## src/rtl/fctc_pkg.sv

```systemverilog
`timescale 1ns / 1ps
// ----------------------------------------------------------------------------
// Floor caster package
// Shared types and fixed constants of the floor and ceiling texture caster.
// ----------------------------------------------------------------------------
package fctc_pkg;

   localparam int TEX_DEPTH = 4096;
   localparam int TEX_AW    = 12;
   localparam int COLOR_W   = 24;
   localparam int SCAN_W    = 12;
   localparam int OUT_W     = 11;
   localparam int CSR_IW    = 3;
   localparam int CSR_DW    = 24;

   localparam logic [17:0] DIR_X_RESET   = 18'h30000;
   localparam logic [17:0] PLANE_Y_RESET = 18'd43254;
   localparam logic [11:0] WIDTH_RESET   = 12'd640;
   localparam logic [11:0] HEIGHT_RESET  = 12'd480;
   localparam logic [11:0] ROW_RESET     = 12'd241;

   typedef enum logic [2:0] {
      CSR_DIR_X   = 3'd0,
      CSR_DIR_Y   = 3'd1,
      CSR_PLANE_X = 3'd2,
      CSR_PLANE_Y = 3'd3,
      CSR_POS_X   = 3'd4,
      CSR_POS_Y   = 3'd5,
      CSR_WIDTH   = 3'd6,
      CSR_HEIGHT  = 3'd7
   } csr_index_type;

   typedef struct packed {
      logic [17:0] dir_x;
      logic [17:0] dir_y;
      logic [17:0] plane_x;
      logic [17:0] plane_y;
      logic [23:0] pos_x;
      logic [23:0] pos_y;
      logic [11:0] width;
      logic [11:0] height;
   } camera_type;

   typedef struct packed {
      logic [31:0] pos_x;
      logic [31:0] pos_y;
      logic [31:0] step_x;
      logic [31:0] step_y;
   } row_result_type;

   typedef enum logic [2:0] {
      RS_IDLE,
      RS_RD,
      RS_MUL_SX,
      RS_DIV_SX,
      RS_MUL_SY,
      RS_DIV_SY,
      RS_MUL_PX,
      RS_MUL_PY
   } rs_state_type;

   typedef enum logic [2:0] {
      ST_IDLE,
      ST_SETUP,
      ST_TEX,
      ST_ADDR,
      ST_DATA
   } st_type;

endpackage

```

## src/rtl/fctc_row_setup.sv

```systemverilog
`timescale 1ns / 1ps
// ----------------------------------------------------------------------------
// Row setup unit
// Bit-serial divider and shift-add multiplier that work out the row
// distance, the floor steps and the start floor position of a row.
// ----------------------------------------------------------------------------
module fctc_row_setup #(
   parameter int FRAC_BITS = 16
) (
   input  logic                          clock,
   input  logic                          reset,
   input  logic                          start,
   input  logic [fctc_pkg::SCAN_W-1:0]   row,
   input  fctc_pkg::camera_type          cam,
   output logic                          done,
   output fctc_pkg::row_result_type      result
);

   localparam int RDW      = 12 + FRAC_BITS;
   localparam int NW       = RDW + 3;
   localparam int PW       = RDW + 19;
   localparam int CW       = $clog2(NW);
   localparam int MUL_LAST = 18;

   fctc_pkg::rs_state_type state_ff, state_in;

   logic [CW-1:0]  cnt_ff, cnt_in;
   logic [11:0]    rem_ff, rem_in;
   logic [NW-1:0]  quo_ff, quo_in;
   logic [11:0]    den_ff;
   logic [RDW-1:0] rd_ff, rd_src;
   logic [PW-1:0]  acc_ff, acc_in, mcand_ff;
   logic [18:0]    mplier_ff;
   logic           sign_ff;
   logic           done_ff;
   logic           is_div, is_mul, last;
   logic [12:0]    trial;
   logic           ge;
   logic [19:0]    vsel, vneg;
   logic [18:0]    mag;
   logic [11:0]    p;
   logic [31:0]    q32, t32, tsig, qsig;
   logic [24+FRAC_BITS-1:0] pfx_x, pfx_y;
   fctc_pkg::row_result_type res_ff;

   always_comb begin
      is_div = (state_ff == fctc_pkg::RS_RD) || (state_ff == fctc_pkg::RS_DIV_SX) ||
               (state_ff == fctc_pkg::RS_DIV_SY);
      is_mul = (state_ff == fctc_pkg::RS_MUL_SX) || (state_ff == fctc_pkg::RS_MUL_SY) ||
               (state_ff == fctc_pkg::RS_MUL_PX) || (state_ff == fctc_pkg::RS_MUL_PY);
      last   = (is_div && (cnt_ff == CW'(NW - 1))) ||
               (is_mul && (cnt_ff == CW'(MUL_LAST)));
   end

   always_comb begin
      state_in = state_ff;
      case (state_ff)
         fctc_pkg::RS_IDLE: begin
            if (start) begin
               state_in = fctc_pkg::RS_RD;
            end
         end
         fctc_pkg::RS_RD:     if (last) state_in = fctc_pkg::RS_MUL_SX;
         fctc_pkg::RS_MUL_SX: if (last) state_in = fctc_pkg::RS_DIV_SX;
         fctc_pkg::RS_DIV_SX: if (last) state_in = fctc_pkg::RS_MUL_SY;
         fctc_pkg::RS_MUL_SY: if (last) state_in = fctc_pkg::RS_DIV_SY;
         fctc_pkg::RS_DIV_SY: if (last) state_in = fctc_pkg::RS_MUL_PX;
         fctc_pkg::RS_MUL_PX: if (last) state_in = fctc_pkg::RS_MUL_PY;
         fctc_pkg::RS_MUL_PY: if (last) state_in = fctc_pkg::RS_IDLE;
         default:             state_in = fctc_pkg::RS_IDLE;
      endcase
      cnt_in = (state_in != state_ff) ? '0 : cnt_ff + CW'(1);
   end

   always_comb begin
      trial  = {rem_ff, quo_ff[NW-1]};
      ge     = trial >= {1'b0, den_ff};
      rem_in = ge ? 12'(trial - {1'b0, den_ff}) : trial[11:0];
      quo_in = {quo_ff[NW-2:0], ge};
      acc_in = acc_ff + (mplier_ff[0] ? mcand_ff : '0);
      rd_src = (state_ff == fctc_pkg::RS_RD) ? quo_in[RDW-1:0] : rd_ff;
      p      = row - {1'b0, cam.height[11:1]};
      case (state_in)
         fctc_pkg::RS_MUL_SX: vsel = {cam.plane_x[17], cam.plane_x, 1'b0};
         fctc_pkg::RS_MUL_SY: vsel = {cam.plane_y[17], cam.plane_y, 1'b0};
         fctc_pkg::RS_MUL_PX: vsel = {{2{cam.dir_x[17]}}, cam.dir_x} -
                                     {{2{cam.plane_x[17]}}, cam.plane_x};
         fctc_pkg::RS_MUL_PY: vsel = {{2{cam.dir_y[17]}}, cam.dir_y} -
                                     {{2{cam.plane_y[17]}}, cam.plane_y};
         default:             vsel = '0;
      endcase
      vneg  = 20'(0) - vsel;
      mag   = vsel[19] ? vneg[18:0] : vsel[18:0];
      q32   = 32'(quo_in);
      qsig  = sign_ff ? 32'(0) - q32 : q32;
      t32   = 32'(acc_in[PW-1:16]);
      tsig  = sign_ff ? 32'(0) - t32 : t32;
      pfx_x = {cam.pos_x, FRAC_BITS'(0)};
      pfx_y = {cam.pos_y, FRAC_BITS'(0)};
   end

   always_ff @(posedge clock) begin
      if (reset) begin
         state_ff <= fctc_pkg::RS_IDLE;
         cnt_ff   <= '0;
         done_ff  <= 1'b0;
      end else begin
         state_ff <= state_in;
         cnt_ff   <= cnt_in;
         done_ff  <= (state_ff == fctc_pkg::RS_MUL_PY) && last;
      end
   end

   always_ff @(posedge clock) begin
      if (state_in != state_ff) begin
         case (state_in)
            fctc_pkg::RS_RD: begin
               rem_ff <= '0;
               quo_ff <= NW'({cam.height, FRAC_BITS'(0)});
               den_ff <= {p[10:0], 1'b0};
            end
            fctc_pkg::RS_MUL_SX, fctc_pkg::RS_MUL_SY,
            fctc_pkg::RS_MUL_PX, fctc_pkg::RS_MUL_PY: begin
               acc_ff    <= '0;
               mcand_ff  <= PW'(rd_src);
               mplier_ff <= mag;
               sign_ff   <= vsel[19];
            end
            fctc_pkg::RS_DIV_SX, fctc_pkg::RS_DIV_SY: begin
               rem_ff <= '0;
               quo_ff <= NW'(acc_in[PW-1:16]);
               den_ff <= cam.width;
            end
            default: ;
         endcase
      end else if (is_div) begin
         rem_ff <= rem_in;
         quo_ff <= quo_in;
      end else if (is_mul) begin
         acc_ff    <= acc_in;
         mcand_ff  <= {mcand_ff[PW-2:0], 1'b0};
         mplier_ff <= {1'b0, mplier_ff[18:1]};
      end
      if (last) begin
         case (state_ff)
            fctc_pkg::RS_RD:     rd_ff         <= quo_in[RDW-1:0];
            fctc_pkg::RS_DIV_SX: res_ff.step_x <= qsig;
            fctc_pkg::RS_DIV_SY: res_ff.step_y <= qsig;
            fctc_pkg::RS_MUL_PX: res_ff.pos_x  <= 32'(pfx_x >> 16) + tsig;
            fctc_pkg::RS_MUL_PY: res_ff.pos_y  <= 32'(pfx_y >> 16) + tsig;
            default: ;
         endcase
      end
   end

   assign done   = done_ff;
   assign result = res_ff;

endmodule
```

## config.mk

```make
export PLATFORM = sky130hd
export DESIGN_NAME = fctc_row_setup
export DESIGN_NICKNAME = d
export VERILOG_FILES = /design/src/rtl/fctc_pkg.sv /design/src/rtl/fctc_row_setup.sv
export SDC_FILE = /design/constraint.sdc
export NUM_CORES = 1
export LEC_CHECK = 0
export BUFFER_PORTS_ARGS = -buffer_cell sky130_fd_sc_hd__buf_2
export CAP_MARGIN = 20
export CORE_ASPECT_RATIO = 0.5
export CORE_MARGIN = 2
export CORE_UTILIZATION = 50
export DETAILED_ROUTE_END_ITERATION = 10
export PLACE_DENSITY = 0.7
export RECOVER_POWER = 50
export SETUP_SLACK_MARGIN = 0.15
export SKIP_CTS_REPAIR_TIMING = 1
export SLEW_MARGIN = 20
export SYNTH_ARGS = -nofsm -noshare
export SYNTH_HDL_FRONTEND = slang
export SYNTH_SLANG_ARGS = --single-unit
```

## constraint.sdc

```tcl
create_clock -name clock -period 10.59 [get_ports clock]
set_input_delay 2.118 -clock clock [delete_from_list [all_inputs] [get_ports clock]]
set_output_delay 2.118 -clock clock [all_outputs]
set_load 0.02 [all_outputs]
```

# Yosys cells after proc, flatten, opt, wreduce, memory -nomap -nowiden
# Index checks and enable logic that the tools add are counted.
[word_totals] register_bits=334 latch_bits=0 mem_bits_rw=0 mem_bits_ro=0 input_bits=159 output_inout_bits=129 wordCells=109 memories=0
[op_classes] add_sub_neg=11 multipliers=0 n_div=0 magnitude_cmp=1 n_eq_ne=21 n_shift=0 muxes=35 bitwise=0 n_reduce_logical=26
[ops] op="two-way mux 47 bit" n=9
[ops] op="two-way mux 19 bit" n=5
[ops] op="one-hot mux 20 bit (4 select lines)" n=1
[ops] op="adder 24 x 32 -> 32 bit" n=2
[ops] op="two-way mux 32 bit" n=2
[ops] op="subtractor 1 x 31 -> 32 bit (first input constant)" n=2
[ops] op="two-way mux 31 bit" n=2
[ops] op="one-hot mux 31 bit (2 select lines)" n=1
[ops] op="two-way mux 12 bit" n=4
[ops] op="adder 47 bit" n=1
[ops] op="subtractor 18 x 18 -> 19 bit" n=2
[ops] op="two-way mux 28 bit" n=1
[ops] op="equality test 3 bit (second input constant)" n=8
[ops] op="two-way mux 3 bit" n=8
[ops] op="one-hot mux 12 bit (2 select lines)" n=1
[ops] op="one-hot mux 3 bit (8 select lines)" n=1
[ops] op="subtractor 1 x 19 -> 19 bit (first input constant)" n=1
[ops] op="AND reduction 2 bit" n=8
[ops] op=">= comparator 13 x 12 -> 1 bit" n=1
[ops] op="equality test 3 x 2 -> 1 bit (second input constant)" n=4
[ops] op="subtractor 12 bit" n=1
[ops] op="subtractor 11 bit" n=1
[ops] op="equality test 5 bit (second input constant)" n=2
[ops] op="equality test 3 x 1 -> 1 bit (second input constant)" n=2
[ops] op="other kinds (13)" n=24

# Longest topological paths before layout
[depth] depth_word=14 depth_mapped=30 depth_no_buf=28

# Least setup slack after synthesis
# Ideal clock, no wire load.
[synth_path] path_type="input port to flip-flop" start="in start" end="reg sign_ff, enable pin" setup_ps=317 t_arrival_ps=8731 required_time_ps=10273 setup_slack_ps=1542 stages=6 n_path_buf=1 cell_sequence="nand2_1 -> o31ai_1 -> o21a_1 -> buf_2 -> a22oi_1 -> and2_1"
[synth_between] elab_chain_cells=5 word_cells_on_any_way=9 classes_between="eq/ne (5); mux (2); reduce/logical (2)"
[synth_lines] element="from (decl)" line_no="fctc_row_setup.sv:12" rtl="input logic start,"
[synth_lines] element="two-way mux 3 bit *" line_no="fctc_row_setup.sv:59" rtl="if (start) begin"
[synth_lines] element="one-hot mux 3 bit (8 select lines) *" line_no="fctc_row_setup.sv:57" rtl="case (state_ff)"
[synth_lines] element="equality test 3 bit or equality test 3 x 2 -> 1 bit (tied branches)" line_no="fctc_row_setup.sv:116" rtl="case (state_in)"
[synth_lines] element="OR reduction 4 bit" line_no="fctc_row_setup.sv:116"
[synth_lines] element="AND reduction 2 bit (no source line) *"
[synth_lines] element="to (signal assigned)" line_no="fctc_row_setup.sv:127" rtl="sign_ff <= vsel[19];"
[synth_lines] element="to (decl)" line_no="fctc_row_setup.sv:34" rtl="logic sign_ff;"
# Every way passes the cells marked *; elsewhere a longest branch is shown, timed or not.
# A chain may end at the register's enable or synchronous reset.

# Final worst setup path
[layout_path] start="reg mplier_ff[0]" end="reg res_ff (netlist bit result[127]) (data pin)"
[layout_between] elab_chain_cells=5
[layout_lines] element="from (decl)" line_no="fctc_row_setup.sv:33" rtl="logic [18:0] mplier_ff;"
[layout_lines] element="from (signal assigned)" line_no="fctc_row_setup.sv:126" rtl="mplier_ff <= mag;"
[layout_lines] element="from (signal assigned)" line_no="fctc_row_setup.sv:142" rtl="mplier_ff <= {1'b0, mplier_ff[18:1]};"
[layout_lines] element="two-way mux 47 bit *" line_no="fctc_row_setup.sv:80" rtl="acc_in = acc_ff + (mplier_ff[0] ? mcand_ff : '0);"
[layout_lines] element="adder 47 bit *" line_no="fctc_row_setup.sv:80"
[layout_lines] element="via acc_in[16]" line_no="fctc_row_setup.sv:32" rtl="logic [PW-1:0] acc_ff, acc_in, mcand_ff;"
[layout_lines] element="subtractor 1 x 31 -> 32 bit" line_no="fctc_row_setup.sv:97" rtl="tsig = sign_ff ? 32'(0) - t32 : t32;"
[layout_lines] element="two-way mux 32 bit *" line_no="fctc_row_setup.sv:97"
[layout_lines] element="adder 24 x 32 -> 32 bit *" line_no="fctc_row_setup.sv:149" rtl="fctc_pkg::RS_MUL_PX: res_ff.pos_x <= 32'(pfx_x >> 16) + tsig;"
[layout_lines] element="to (decl)" line_no="fctc_row_setup.sv:44" rtl="fctc_pkg::row_result_type res_ff;"
# Mark *: on every way through the listed nets, which the timed path passes. The rest lies on a longest branch.

==> qor.txt <==
critical path startpoint = mplier_ff[0]$_DFFE_PP_
CP peak stage delay = 830 ps
Worst EP arrival = 8330 ps
Mean Syn Cell Area = 9.97 um2
CTS root buf = clkbuf_16
Yosys Warn Count = 0
post-layout util = 57.1%
worst-margin pin slew = 2640 ps
sequential area share after synthesis = 43.3%
initial core utilization = 50.7%
CTS tree = built
filler instances = 4036
RSZ-0062 raised after global routing = no
Vias = 18765
max cap viols = 8
EDFF count, synth = 325
die area = 0.0478 mm2
period utilisation layout = 76.1%
Max Buffers Root-to-Sink = 3
Placer Congestion = 0.958
Max Clk Rate = 0.124 GHz
Async S/R FF share, synth = 0%
CP required = 10860 ps
Setup TNS = 0 ps
Worst setup SP type = flop
Cell variety after synth = 100
crit path time final = 8060 ps
CP max-delay cell = edfxtp_1
pre-CTS setup slack = 2610 ps
Synth Instances = 2304
drt total wl = 62.6 mm
fin. max-slew vios = 255
VDD IR-drop max = 0.108 mV
WS Path Type = reg -> reg
synth top area cells = edfxtp_1 42%, ha_1 8.7%, xnor2_1 5.2%
core area = 0.0453 mm2
endpoints failing hold = 0
nets@finish = 2887
crit end category = flop
DP HPWL = 46.9 mm
ratio of cells with drive above 1 in the final layout = 12.3%
1st-pass router iterations = 6
R2R Path End = result[127]$_DFFE_PP_
DRT antenna net count = 0
final-report setup violation count = 0
Clock Sinks = 334
Worst-path clk slew = 60 ps
number of global-route vias before repair = 17573
drt drc = 0
CTS H-Tree Depth = 2
pwr dens = 132 mW/mm2
Syn Nets = 2629
Layout Skew = 31.7 ps
Iteration-0 DRC Markers = 1820
Cell Rows = 55
r2r setup slk = 2530 ps
register bit total from synthesis = 334
Area growth syn-to-layout = 12.6%
reg2reg path depth = 29
cell taking the most area after synthesis = edfxtp_1
IO buf count = 286
top-area cell type share of the netlist area = 42.5%
remaining global-route overflow = 0
violated checks = capacitance limit, slew limit
die extent in y = 156 um
largest net degree at the start of global routing = 78
Hold WC Path Type = reg -> reg
Skew-Pair Late Insertion Delay = 550 ps
CP Capture Point = result[127]$_DFFE_PP_
initial antenna violation count = 4
Critical R2R Launch = mplier_ff[0]$_DFFE_PP_
Slew HR = -75.8%
final worst slack = 2530 ps
Synth Flop Type = edfxtp_1
maximum fanout along the worst path = 24
DR vias/cell = 5.88
Die X = 307 um
Ports = 288
post-synthesis instance area = 0.0230 mm2
status = complete, but fails checks
Inserted Clock Buffers = 34
first-pass GRT wire length = 95.9 mm
total global-route track usage = 25.4%
Pleak = 9.93 nW
drt wl/cell = 19.6 um
==> cell usage in the layout (no fill, tap or decap), types with 44 or more instances in the layout <==
cell        n
nand3_1    50
xor2_1     58
nor2_1    213
o21ai_0   137
a21oi_1   136
edfxtp_1  325
o31ai_1    47
nand2_1   185
ha_1      159
nor3_1     58
and2_1     89
a21o_1     44
inv_1     116
clkbuf_1  146
buf_2     157
xnor2_1   137
==> worst min path at each step <==
stage / start / endpoint / slack, ps / cells after the start
2_1_floorplan: cnt_ff[0]$_SDFF_PP0_ / cnt_ff[0]$_SDFF_PP0_ / 460 / 1
3_3_place_gp: cnt_ff[0]$_SDFF_PP0_ / cnt_ff[0]$_SDFF_PP0_ / 480 / 1
3_5_place_dp: cnt_ff[0]$_SDFF_PP0_ / cnt_ff[0]$_SDFF_PP0_ / 490 / 1
4_1_cts: cnt_ff[0]$_SDFF_PP0_ / cnt_ff[0]$_SDFF_PP0_ / 490 / 1
5_1_grt: cnt_ff[0]$_SDFF_PP0_ / cnt_ff[0]$_SDFF_PP0_ / 540 / 1
6_report: cnt_ff[0]$_SDFF_PP0_ / cnt_ff[0]$_SDFF_PP0_ / 490 / 1
==> kinds of logic (layout without fill, tap and decap cells) <==
group | Yosys count | after routing | synth area share, %
buf+inv | 201 | 484 | 3.46
xor+xnor | 200 | 200 | 7.79
fa+ha+maj | 167 | 167 | 9.32
compound gates | 586 | 586 | 17.0
mux | 62 | 62 | 3.01
other cells | 0 | 5 | 0
flops | 334 | 334 | 43.3
simple gates | 754 | 754 | 16.1
==> power breakdown <==
| part | switching (W) | internal, W | leakage [nW] | total (W) |
|---|---|---|---|---|
| logic | 0.000371 | 0.000270 | 6.34 | 0.000640 |
| registers | 0.0000630 | 0.00153 | 3.07 | 0.00160 |
| clock network | 0.000534 | 0.000645 | 0.510 | 0.00118 |
==> layout make-up <==
| cell class | count | area [um2] | area share, % |
|---|---|---|---|
| Inverter | 117 | 439 | 1.70 |
| Tap cell | 598 | 748 | 2.89 |
| Clock buffer | 44 | 920 | 3.56 |
| Clock inverter | 17 | 131 | 0.508 |
| Sequential cell | 334 | 9940 | 38.4 |
| Antenna cell | 5 | 12.5 | 0.0484 |
| Timing Repair Buffer | 306 | 1390 | 5.36 |
| Multi-Input combinational cell | 1769 | 12300 | 47.5 |
==> worst max-delay path, delay by kind of cell (launching register included) <==
family,cells,cell delay (ps)
buffers and inverters,3,370
adders and majority gates,4,1270
AOI/OAI and AO/OA,14,4080
DFF,1,830
and+or+nand+nor,6,850
xor gates and xnor gates,2,400
==> per-layer routing <==
metal / vias to the layer above / GRT usage, % / part of all wire (%)
met5: - / 0 / 0
met4: 0 / 5.90 / 2.0
met3: 85 / 4.93 / 8.9
met2: 741 / 39.1 / 43
met1: 8922 / 37.2 / 46
li1: 9017 / - / -
==> registers in the layout (all words and copies together), names as in the netlist <==
signal	cells
state_ff	3
quo_ff	31
result	128
sign_ff	1
acc_ff	47
cnt_ff	5
rem_ff	12
rd_ff	28
mcand_ff	47
den_ff	12
mplier_ff	19
done	1
==> per-stage QoR <==
stage	hold WS, ps	power, W	std cells	area, um2
5_1_grt	540	0.00356	3189	25900
2_1_floorplan	456	0.00206	2304	23000
4_1_cts	494	0.00343	3183	26100
3_5_place_dp	487	0.00226	3122	25000
6_report	491	0.00342	3190	25900
3_3_place_gp	479	0.00224	3122	25000
==> synthesized netlist by cell type (27+ instances only) <==
master / count
a21oi_1: 136
o21ai_0: 138
nand2_1: 185
a21o_1: 44
mux2_2: 56
and2_1: 92
ha_1: 159
nand3_1: 50
o21a_1: 27
nor3_1: 59
nor2_1: 215
clkbuf_1: 55
edfxtp_1: 325
inv_1: 115
xnor2_1: 137
o31ai_1: 47
xor2_1: 58
Power figures use the tool's default switching activity.
